**config.mk**
```make
export PLATFORM = sky130hd
export DESIGN_NAME = buckle_sensor_level_debounce
export DESIGN_NICKNAME = d
export VERILOG_FILES = /design/src/sv/bsld_pkg.sv /design/src/sv/bsld_classify.sv /design/src/sv/bsld_tracker.sv /design/src/sv/buckle_sensor_level_debounce.sv
export SDC_FILE = /design/constraint.sdc
export NUM_CORES = 1
export LEC_CHECK = 0
export BUFFER_PORTS_ARGS = -buffer_cell sky130_fd_sc_hd__buf_2
export CORE_ASPECT_RATIO = 1.25
export CORE_MARGIN = 2
export CORE_UTILIZATION = 33
export CTS_CLUSTER_SIZE = 40
export DETAILED_ROUTE_END_ITERATION = 16
export REMOVE_ABC_BUFFERS = 1
export SETUP_SLACK_MARGIN = 0.05
export SYNTH_ARGS = -nofsm -noshare
export SYNTH_HDL_FRONTEND = slang
export SYNTH_SLANG_ARGS = --single-unit
```
**constraint.sdc**
```tcl
create_clock -name clk -period 8.7 [get_ports clk]
set_input_delay 0.435 -clock clk [delete_from_list [all_inputs] [get_ports clk]]
set_output_delay 0.435 -clock clk [all_outputs]
set_load 0.02 [all_outputs]
```
**src/sv/bsld_pkg.sv**
```systemverilog
// Shared types, codes and constants for the buckle sensor level debounce block.
package bsld_pkg;

  localparam int SAMPLE_BITS_DEF = 12;
  localparam int CFG_INDEX_BITS  = 2;
  localparam int RUN_BITS        = 8;

  // Band limits on the sample scaled by four
  localparam int LIM_OVER        = 20000;
  localparam int LIM_UNBUCKLED   = 12000;
  localparam int LIM_BUCKLED_LO  = 2000;
  localparam int LIM_BUCKLED_HI  = 10000;
  localparam int SCALE_SHIFT     = 2;

  localparam logic [RUN_BITS-1:0] RUN_MAX = '1;

  typedef enum logic [1:0] {
    ST_FASTENED   = 2'd0,
    ST_UNFASTENED = 2'd1,
    ST_UNKNOWN    = 2'd2
  } status_t;

  typedef enum logic [1:0] {
    BAND_BUCKLED   = 2'd0,
    BAND_UNBUCKLED = 2'd1,
    BAND_UNDET     = 2'd2,
    BAND_OVER      = 2'd3
  } band_t;

  typedef enum logic [CFG_INDEX_BITS-1:0] {
    REG_BUCKLED_COUNT      = 2'd0,
    REG_UNBUCKLED_COUNT    = 2'd1,
    REG_UNDETERMINED_COUNT = 2'd2
  } cfg_reg_t;

  typedef struct packed {
    logic [RUN_BITS-1:0] buckled;
    logic [RUN_BITS-1:0] unbuckled;
    logic [RUN_BITS-1:0] undetermined;
  } counts_t;

endpackage

```
**src/sv/bsld_classify.sv**
```systemverilog
// Scales one sample by four and sorts it into its band.
module bsld_classify import bsld_pkg::*; #(
  parameter int SAMPLE_BITS = SAMPLE_BITS_DEF
) (
  input  logic [SAMPLE_BITS-1:0] sample,
  output band_t                  band
);

  // wide enough for the scaled sample and for the largest limit
  localparam int VW = (SAMPLE_BITS + SCALE_SHIFT > 15) ? SAMPLE_BITS + SCALE_SHIFT : 15;

  logic [VW-1:0] v;

  assign v = VW'({sample, {SCALE_SHIFT{1'b0}}});

  always_comb begin
    if (v > VW'(LIM_OVER)) begin
      band = BAND_OVER;
    end else if (v >= VW'(LIM_UNBUCKLED)) begin
      band = BAND_UNBUCKLED;
    end else if (v >= VW'(LIM_BUCKLED_LO) && v <= VW'(LIM_BUCKLED_HI)) begin
      band = BAND_BUCKLED;
    end else begin
      band = BAND_UNDET;
    end
  end

endmodule

```
**src/sv/bsld_tracker.sv**
```systemverilog
// Run counters and the fastened / unfastened / unknown status machine.
module bsld_tracker import bsld_pkg::*; (
  input  logic    clk,
  input  logic    rst,
  input  logic    fire,
  input  band_t   band,
  input  counts_t counts,
  output status_t status_next
);

  status_t             status;
  logic [RUN_BITS-1:0] buckled_run, unbuckled_run, undetermined_run;
  logic [RUN_BITS-1:0] buckled_upd, unbuckled_upd, undetermined_upd;
  logic [RUN_BITS-1:0] buckled_run_next, unbuckled_run_next, undetermined_run_next;
  logic                moved;

  function automatic logic [RUN_BITS-1:0] run_inc(input logic [RUN_BITS-1:0] r);
    return (r == RUN_MAX) ? RUN_MAX : r + RUN_BITS'(1);
  endfunction

  // band update of the run counters; over range holds them all
  always_comb begin
    buckled_upd      = buckled_run;
    unbuckled_upd    = unbuckled_run;
    undetermined_upd = undetermined_run;
    case (band)
      BAND_BUCKLED: begin
        buckled_upd      = run_inc(buckled_run);
        unbuckled_upd    = '0;
        undetermined_upd = '0;
      end
      BAND_UNBUCKLED: begin
        buckled_upd      = '0;
        unbuckled_upd    = run_inc(unbuckled_run);
        undetermined_upd = '0;
      end
      BAND_UNDET: begin
        buckled_upd      = '0;
        unbuckled_upd    = '0;
        undetermined_upd = run_inc(undetermined_run);
      end
      default: ;
    endcase
  end

  // next state
  always_comb begin
    status_next = status;
    moved       = 1'b0;
    case (status)
      ST_FASTENED: begin
        if (unbuckled_upd == counts.unbuckled) begin
          status_next = ST_UNFASTENED;
          moved       = 1'b1;
        end else if (undetermined_upd == counts.undetermined) begin
          status_next = ST_UNKNOWN;
          moved       = 1'b1;
        end
      end
      ST_UNFASTENED: begin
        if (buckled_upd == counts.buckled) begin
          status_next = ST_FASTENED;
          moved       = 1'b1;
        end else if (undetermined_upd == counts.undetermined) begin
          status_next = ST_UNKNOWN;
          moved       = 1'b1;
        end
      end
      ST_UNKNOWN: begin
        if (buckled_upd == counts.buckled) begin
          status_next = ST_FASTENED;
          moved       = 1'b1;
        end else if (unbuckled_upd == counts.unbuckled) begin
          status_next = ST_UNFASTENED;
          moved       = 1'b1;
        end
      end
      default: begin
        // stray code: go unknown, runs not cleared
        status_next = ST_UNKNOWN;
      end
    endcase
  end

  // counter outputs: every move clears all runs
  always_comb begin
    buckled_run_next      = moved ? '0 : buckled_upd;
    unbuckled_run_next    = moved ? '0 : unbuckled_upd;
    undetermined_run_next = moved ? '0 : undetermined_upd;
  end

  always_ff @(posedge clk) begin
    if (rst) begin
      status           <= ST_FASTENED;
      buckled_run      <= '0;
      unbuckled_run    <= '0;
      undetermined_run <= '0;
    end else if (fire) begin
      status           <= status_next;
      buckled_run      <= buckled_run_next;
      unbuckled_run    <= unbuckled_run_next;
      undetermined_run <= undetermined_run_next;
    end
  end

endmodule

```
**src/sv/buckle_sensor_level_debounce.sv**
```systemverilog
// Top level of the buckle sensor level debounce block.
//
// Each input word carries one raw ADC sample of the buckle pad. The sample is
// scaled by four and sorted into a band (buckled, unbuckled, undetermined or
// over range); the band's run counter advances while the others clear, over
// range holding all runs, and a fastened / unfastened / unknown status machine
// moves once a run reaches its configured count. Every input word gives
// exactly one output word holding the band of that sample and the status after it.
// Channels: in_valid/in_stall with sample; out_valid/out_stall with
// belt_status and sample_band. A word moves when valid is high and stall low.
// Config: cfg_valid/cfg_ready with cfg_index and cfg_data; cfg_ready is
// always high, an index past the last register is ignored.
// Words pass through the input register, then the result register; one word
// per cycle is taken and delivered while out_stall is low, the status and run
// counters being updated as each word passes between the two registers.
// Reset: counts go to 3, status to fastened, all runs to zero, both
// registers empty. When out_stall is held the result register keeps its word,
// the input register fills behind it and in_stall then rises.
module buckle_sensor_level_debounce import bsld_pkg::*; #(
  parameter int SAMPLE_BITS = SAMPLE_BITS_DEF
) (
  input  logic                      clk,
  input  logic                      rst,
  input  logic                      in_valid,
  output logic                      in_stall,
  input  logic [SAMPLE_BITS-1:0]    sample,
  output logic                      out_valid,
  input  logic                      out_stall,
  output logic [1:0]                belt_status,
  output logic [1:0]                sample_band,
  input  logic                      cfg_valid,
  output logic                      cfg_ready,
  input  logic [CFG_INDEX_BITS-1:0] cfg_index,
  input  logic [RUN_BITS-1:0]       cfg_data
);

  logic                   s1_valid;
  logic [SAMPLE_BITS-1:0] s1_sample;
  logic                   s1_fire;
  logic                   out_free;
  band_t                  band;
  status_t                status_next;
  counts_t                counts;
  status_t                res_status;
  band_t                  res_band;

  assign cfg_ready = 1'b1;
  assign out_free  = !out_valid || !out_stall;
  assign s1_fire   = s1_valid && out_free;
  assign in_stall  = s1_valid && !out_free;

  always_ff @(posedge clk) begin
    if (rst) begin
      counts.buckled      <= RUN_BITS'(3);
      counts.unbuckled    <= RUN_BITS'(3);
      counts.undetermined <= RUN_BITS'(3);
    end else if (cfg_valid && cfg_ready) begin
      case (cfg_index)
        REG_BUCKLED_COUNT:      counts.buckled      <= cfg_data;
        REG_UNBUCKLED_COUNT:    counts.unbuckled    <= cfg_data;
        REG_UNDETERMINED_COUNT: counts.undetermined <= cfg_data;
        default: ;
      endcase
    end
  end

  // input register
  always_ff @(posedge clk) begin
    if (rst) begin
      s1_valid <= 1'b0;
    end else if (!in_stall) begin
      s1_valid <= in_valid;
    end
  end

  always_ff @(posedge clk) begin
    if (in_valid && !in_stall) begin
      s1_sample <= sample;
    end
  end

  bsld_classify #(
    .SAMPLE_BITS(SAMPLE_BITS)
  ) u_classify (
    .sample(s1_sample),
    .band  (band)
  );

  bsld_tracker u_tracker (
    .clk        (clk),
    .rst        (rst),
    .fire       (s1_fire),
    .band       (band),
    .counts     (counts),
    .status_next(status_next)
  );

  // result register
  always_ff @(posedge clk) begin
    if (rst) begin
      out_valid <= 1'b0;
    end else if (out_free) begin
      out_valid <= s1_valid;
    end
  end

  always_ff @(posedge clk) begin
    if (s1_fire) begin
      res_status <= status_next;
      res_band   <= band;
    end
  end

  assign belt_status = res_status;
  assign sample_band = res_band;

`ifndef NO_ASSERTIONS
  a_status_code: assert property (@(posedge clk) disable iff (rst)
    out_valid |-> (belt_status == ST_FASTENED || belt_status == ST_UNFASTENED ||
                   belt_status == ST_UNKNOWN))
    else $error("unreachable status code on output");

  a_stall_full: assert property (@(posedge clk) disable iff (rst)
    in_stall |-> (s1_valid && out_valid && out_stall))
    else $error("input stalled with room in the pipeline");

  a_result_follows: assert property (@(posedge clk) disable iff (rst)
    s1_fire |=> out_valid)
    else $error("word left the input register but no result appeared");
`endif

endmodule

```
Yosys cells after proc, flatten, opt, wreduce, memory -nomap -nowiden
Cells that the tools add are included.
{ "word_totals": {"regBits": 68, "input_bits": 27, "output_inout_bits": 7, "word_cells": 73} }
{ "op_classes": {"n_addsub": 3, "order_cmp": 4, "n_eq_ne": 12, "mux": 24, "reduce_logical": 18} }
{ "ops": {"columns": ["cell", "n"], "rows": [
  ["two-way mux 8 bit", 6],
  ["case mux 8 bit (2 select lines)", 3],
  ["adder 8 x 1 -> 8 bit (second input constant)", 3],
  ["== test 8 bit", 3],
  ["== test 8 bit (second input constant)", 3],
  ["two-way mux 2 bit", 8],
  ["> comparator 14 x 15 -> 1 bit (second input constant)", 1],
  ["greater-or-equal comparator 14 x 11 -> 1 bit (second input constant)", 1],
  ["greater-or-equal comparator 14 bit (second input constant)", 1],
  ["less-or-equal comparator 14 bit (second input constant)", 1],
  ["== test 2 x 1 -> 1 bit (second input constant)", 3],
  ["== test 2 bit (second input constant)", 3],
  ["zero test 2 bit", 3],
  ["case mux 2 bit (3 select lines)", 1],
  ["AND reduction 2 bit", 3],
  ["OR reduction 2 bit", 3],
  ["two-way mux 1 bit", 5],
  ["logical AND 1 bit", 4],
  ["zero test 1 bit", 4],
  ["case mux 1 bit (3 select lines)", 1],
  ["logical OR 1 bit", 1]
]} }

Longest topological paths before layout
{ "depth": {"ltp_word": 13, "depth_mapped": 14, "ltp_nobuf": 11} }

Hierarchy
From an unflattened synthesis, not the netlist that was laid out.
{ "unflattened": {"cells_unflattened": 481, "hier_area_um2": 4189.0} }
{ "by_module_without_submodules": {"columns": ["module", "n_inst", "cells_per_inst", "area_each_um2", "seq_area_each_um2"], "rows": [
  ["bsld_tracker", 1, 349, 2577.5, 520.5],
  ["buckle_sensor_level_debounce", 1, 117, 1530.2, 1001.0],
  ["bsld_classify", 1, 15, 81.3, 0.0]
]} }

Worst setup path before layout
Ideal clock, no wire load.
{ "synth_path": {"path_kind": "register to register", "from": "register u_tracker.buckled_run[0]", "to": "register u_tracker.unbuckled_run[0]", "t_arrival_ns": 2.747, "required_ns": 8.583, "path_slack_ns": 5.835, "stages_incl_launch_ff": 14, "n_path_buf": 2, "period_less_slack_ns": 2.865, "path_cell_list": "dfxtp_1 > ha_1 > buf_6 > and4_4 > and4b_1 > or2_0 > nor4_1 > o21ai_1 > a221oi_2 > o211a_4 > nor4_4 > and2_4 > buf_6 > a32o_1"} }
{ "synth_between": {"elab_chain_len": 7} }
{ "synth_rtl": {"columns": ["item", "line", "rtl"], "rows": [
  ["from (decl)", "bsld_tracker.sv:12", "logic [RUN_BITS-1:0] buckled_run, unbuckled_run, undetermined_run;"],
  ["from (signal assigned)", "bsld_tracker.sv:100", "buckled_run <= buckled_run_next;"],
  ["adder 8 x 1 -> 8 bit or == test 8 bit (tied branches)", "bsld_tracker.sv:18", "return (r == RUN_MAX) ? RUN_MAX : r + RUN_BITS'(1);"],
  ["two-way mux 8 bit", "bsld_tracker.sv:18", null],
  ["case mux 8 bit (2 select lines) (*)", "bsld_tracker.sv:26", "case (band)"],
  ["== test 8 bit (*)", "bsld_tracker.sv:61, bsld_tracker.sv:70", null],
  ["two-way mux 1 bit, on equally long branches", "bsld_tracker.sv:70, bsld_tracker.sv:61", null],
  ["case mux 1 bit (3 select lines) (*)", "bsld_tracker.sv:50", "case (status)"],
  ["two-way mux 8 bit (*)", "bsld_tracker.sv:88", "unbuckled_run_next = moved ? '0 : unbuckled_upd;"],
  ["to (signal assigned)", "bsld_tracker.sv:101", "unbuckled_run <= unbuckled_run_next;"],
  ["to (decl)", "bsld_tracker.sv:12", null]
]} }
Mark *: on every way between the ends. The rest lies on a longest branch, timed or not.
A chain may end at the register's enable or synchronous reset.

Final worst setup path
{ "layout_path": {"from": "register s1_sample[11]", "to": "register u_tracker.unbuckled_run[7]"} }
{ "layout_between": {"elab_chain_len": 13} }
{ "layout_rtl": {"columns": ["item", "line", "rtl"], "rows": [
  ["from (decl)", "buckle_sensor_level_debounce.sv:38", "logic [SAMPLE_BITS-1:0] s1_sample;"],
  ["from (signal assigned)", "buckle_sensor_level_debounce.sv:78", "s1_sample <= sample;"],
  ["greater-or-equal comparator 14 x 11 -> 1 bit or less-or-equal comparator 14 bit (tied branches)", "bsld_classify.sv:21", "end else if (v >= VW'(LIM_BUCKLED_LO) && v <= VW'(LIM_BUCKLED_HI)) begin"],
  ["logical AND 1 bit", "bsld_classify.sv:21", null],
  ["two-way mux 2 bit", "bsld_classify.sv:21", null],
  ["two-way mux 2 bit", "bsld_classify.sv:19", "end else if (v >= VW'(LIM_UNBUCKLED)) begin"],
  ["two-way mux 2 bit (*)", "bsld_classify.sv:17", "if (v > VW'(LIM_OVER)) begin"],
  ["== test 2 bit, or another cell as far along", "bsld_tracker.sv:26", null],
  ["OR reduction 2 bit (no source line)", null, null],
  ["case mux 8 bit (2 select lines)", "bsld_tracker.sv:26", null],
  ["== test 8 bit, on equally long branches", null, null],
  ["two-way mux 1 bit, on equally long branches", "bsld_tracker.sv:73, bsld_tracker.sv:55, bsld_tracker.sv:64", null],
  ["two-way mux 1 bit, on equally long branches", "bsld_tracker.sv:70, bsld_tracker.sv:52, bsld_tracker.sv:61", null],
  ["case mux 1 bit (3 select lines)", "bsld_tracker.sv:50", null],
  ["two-way mux 8 bit (*)", "bsld_tracker.sv:88", null]
]} }
Marked as above.

==> metrics.md <==
| Metric | Value |
|---|---|
| Status | `finished, final reports clean` |
| Worst skew pair latency | `0.33 ns` |
| Fillers | `about 1,200` |
| Die area | `about 13,000 um^2` |
| Vias in the first global route | `approximately 3,400` |
| Setup Buffers After CTS | `0` |
| Avg Cell Area, Syn | `9.086 um^2` |
| Crit-path max FO | `13` |
| Die width | `102.3 um` |
| # setup viols final | `0` |
| P per Cell Area | `174.2 nW/um^2` |
| Buffers on Ports | `32` |
| Clk sink count | `68` |
| Synth cell types | `slightly above 80` |
| Ys Warns | `0` |
| Final core occ | `38.88%` |
| DR vias | `3,483` |
| Post-Place Cell Area | `4252 um^2` |
| CP required | `8.92 ns` |
| Max_cap viols | `0` |
| DRT antenna net count | `0` |
| Total power | `0.0007945 W` |
| CTS Hold Buffers Added | `0` |
| Static Leak | `1.724 nW` |
| Routed WL | `9866 um` |
| Top_reg_cell synth | `dfxtp_1` |
| CTS tree | `yes` |
| CTS buffer count | `9` |
| RR Startpoint | `s1_sample[11]` |
| Post-CTS Resized | `0` |
| GPL Wtd Cong | `roughly 0.85` |
| Sequential area share after synthesis | `about two fifths` |
| Max-slew headroom | `between 30 and 40%` |
| Row count | `44` |
| Switching power | `0.0001826 W` |
| Crit path time final | `3.285 ns` |
| Clock power frac | `47.5%` |
| All-Layer GR Usage | `16.10%` |
| RSZ-0062 raised after global routing | `no` |
| Endpoints failing hold | `0` |
| EDFF count, synth | `16` |
| Mapped Area | `3989 um^2` |
| Hold/Removal Path Class | `in2reg` |
| Share of the synthesized area in the top cell type | `26.10%` |
| Sw frac | `22.98%` |
| Fraction of registers with async set/reset | `0%` |
| Initial antenna violation count | `0` |
| Setup CP Type | `reg2reg` |
| FF+latch count, synth | `68` |
| Worst Tran Pin Value | `1.002 ns` |
| Area Growth Syn to Fin | `14.30%` |
| Core area | `11,730 um^2` |
| Largest net degree at the start of global routing | `32` |
| Cell taking the most area after synthesis | `dfxtp_1` |
| Share of post-route cells with drive strength above 1 | `between 15 and 20%` |
| Worst-path clk slew | `0.06 ns` |
| Routed WL per cell | `15.71 um` |
| Drt first pass iters | `5` |
| Htree depth | `3` |
| Drt drc | `0` |
| Synth top cells by count | `dfxtp_1 (52), nor2_1 (51), nand2_1 (25), o21ai_0 (19), mux2i_1 (17)` |
| Clock Path Buffers | `2` |
| Clock Skew | `0.007760 ns` |
| Worst hold start | `sample[7]` |
| Pint | `0.0006119 W` |
| Slew Limit Fails | `0` |
| Gate power share | `approximately 9%` |
| CP arrival | `3.50 ns` |
| Root Buffer Master | `clkbuf_16` |
| Global-route wire length before repair | `16,330 um` |
| Total gr overflow | `0` |
| Number of diodes | `0` |
| Setup TNS | `0 ns` |
| Startpoint Class | `flop` |
| CP Launch Point | `s1_sample[11]` |
| Dpl hpwl | `7317 um` |
| Synth top area cells | `dfxtp_1 (26%), edfxtp_1 (12%), nor2_1 (4.8%)` |
| Top-count cell post-synth | `dfxtp_1` |
| DRT iter0 DRCs | `approximately 230` |
| Via/cell ratio | `roughly 5.5` |
| Seq pwr share | `between 40% and 50%` |
| Tcrit/Tclk final | `37.76%` |
| Max IR drop VDD | `about 0.07 mV` |
| Die Span Y | `126.9 um` |
| Num ports | `34` |
| Design area | `4559 um^2` |
| Max Freq | `0.3044 GHz` |
| Initial core utilization | `between 30% and 40%` |
| Gate count of the mapped netlist | `439` |
| Layout net count | `492` |
| Crit. End Element | `flop` |
| Hold Slack | `0.2745 ns` |
==> per-layer routing <==
metal / share of wire (%) / up-vias / track usage (%)
met3: 3.7 / 21 / 3.471
met4: 2.8 / 0 / 7.529
met2: 52 / 93 / 27.83
met1: 42 / 1670 / 18.69
li1: - / 1699 / -
met5: 0 / - / 0
==> cell usage in the layout, fill, tap and decap left out, types with 3 or more instances in the layout <==
cell type	n
nor2b_1	7
and4_1	3
nor3b_1	5
xor2_1	3
and2_1	4
o21ai_0	19
dfxtp_1	52
a211o_1	8
xnor2_1	7
nor2_1	51
nand3_1	12
and4_4	3
edfxtp_1	16
o21ai_1	5
nand2_1	25
clkinv_1	3
mux2i_1	17
inv_1	15
ha_1	3
or3_1	5
a21oi_1	16
a31oi_1	9
and3_1	10
clkbuf_16	9
buf_2	32
nand2b_1	8
nand4_1	4
a32o_1	8
o21a_1	3
o211ai_1	4
a22o_1	11
nor4_1	5
o22ai_1	5
nor3_1	9
==> path summary, 6_finish.rpt <==
| path | to | slack (ns) | depth (start not counted) |
|---|---|---|---|
| worst min register to register | out_valid | 0.48 | 2 |
| worst max-delay path | u_tracker.unbuckled_run[7] | 5.42 | 9 |
| worst max register to register | u_tracker.unbuckled_run[7] | 5.42 | 9 |
| worst min-delay path | s1_sample[7] | 0.27 | 1 |
==> power groups by stage <==
stage / Sequential, W / Clock [W] / Combinational [W]
after floorplan: 0.000351 / 0 / 0.0000455
after global placement: 0.000351 / 0 / 0.0000707
after detailed placement: 0.000352 / 0 / 0.0000717
after CTS: 0.000345 / 0.000389 / 0.0000719
after global routing: 0.000347 / 0.000399 / 0.0000793
final: 0.000345 / 0.000378 / 0.0000717
==> critical path, cell delays in order (launching register included) <==
cell and delay (ns):
edfxtp_1 0.46, or4b_1 0.57, a32oi_2 0.58, and3_1 0.26, o211ai_1 0.11, a221oi_2 0.36, o211a_4 0.28, nor4_4 0.07
and2_4 0.22, a32o_1 0.26
==> area by class of cell <==
type	instances	area [um^2]	area share (%)
Clock buffer	10	229.0	5.022
Clock inverter	6	78.83	1.729
Inverter	17	63.81	1.400
Multi-Input combinational cell	332	2290	50.22
Sequential cell	68	1521	33.37
Tap cell	161	201.4	4.418
Timing Repair Buffer	34	175.2	3.842
==> registers in the layout, summed over array words and instances (netlist names) <==
name                        count
belt_status                     2
counts                         24
out_valid                       1
s1_sample                      12
s1_valid                        1
sample_band                     2
u_tracker.buckled_run           8
u_tracker.status                2
u_tracker.unbuckled_run         8
u_tracker.undetermined_run      8
==> kinds of logic (layout without fill, tap and decap cells) <==
family	after synthesis	in the layout	share of synthesized area, %
AO/OA/AOI/OAI	123	123	23.46
XOR/XNOR	10	10	2.196
adder cells (fa/ha/maj)	3	3	0.9411
buffers and inverters	39	67	4.579
flip-flops	68	68	38.14
multiplexers	18	18	4.548
other	1	1	0.09401
AND/OR/NAND/NOR	177	177	26.03
==> stage by stage <==
| step | setup WS, ns | cells |
|---|---|---|
| 2_1_floorplan | 5.895 | 417 |
| 3_3_place_gp | 5.491 | 612 |
| 3_5_place_dp | 5.456 | 612 |
| 4_1_cts | 5.433 | 628 |
| 5_1_grt | 5.269 | 628 |
| 6_report | 5.415 | 628 |
Power figures use the tool's default switching activity.
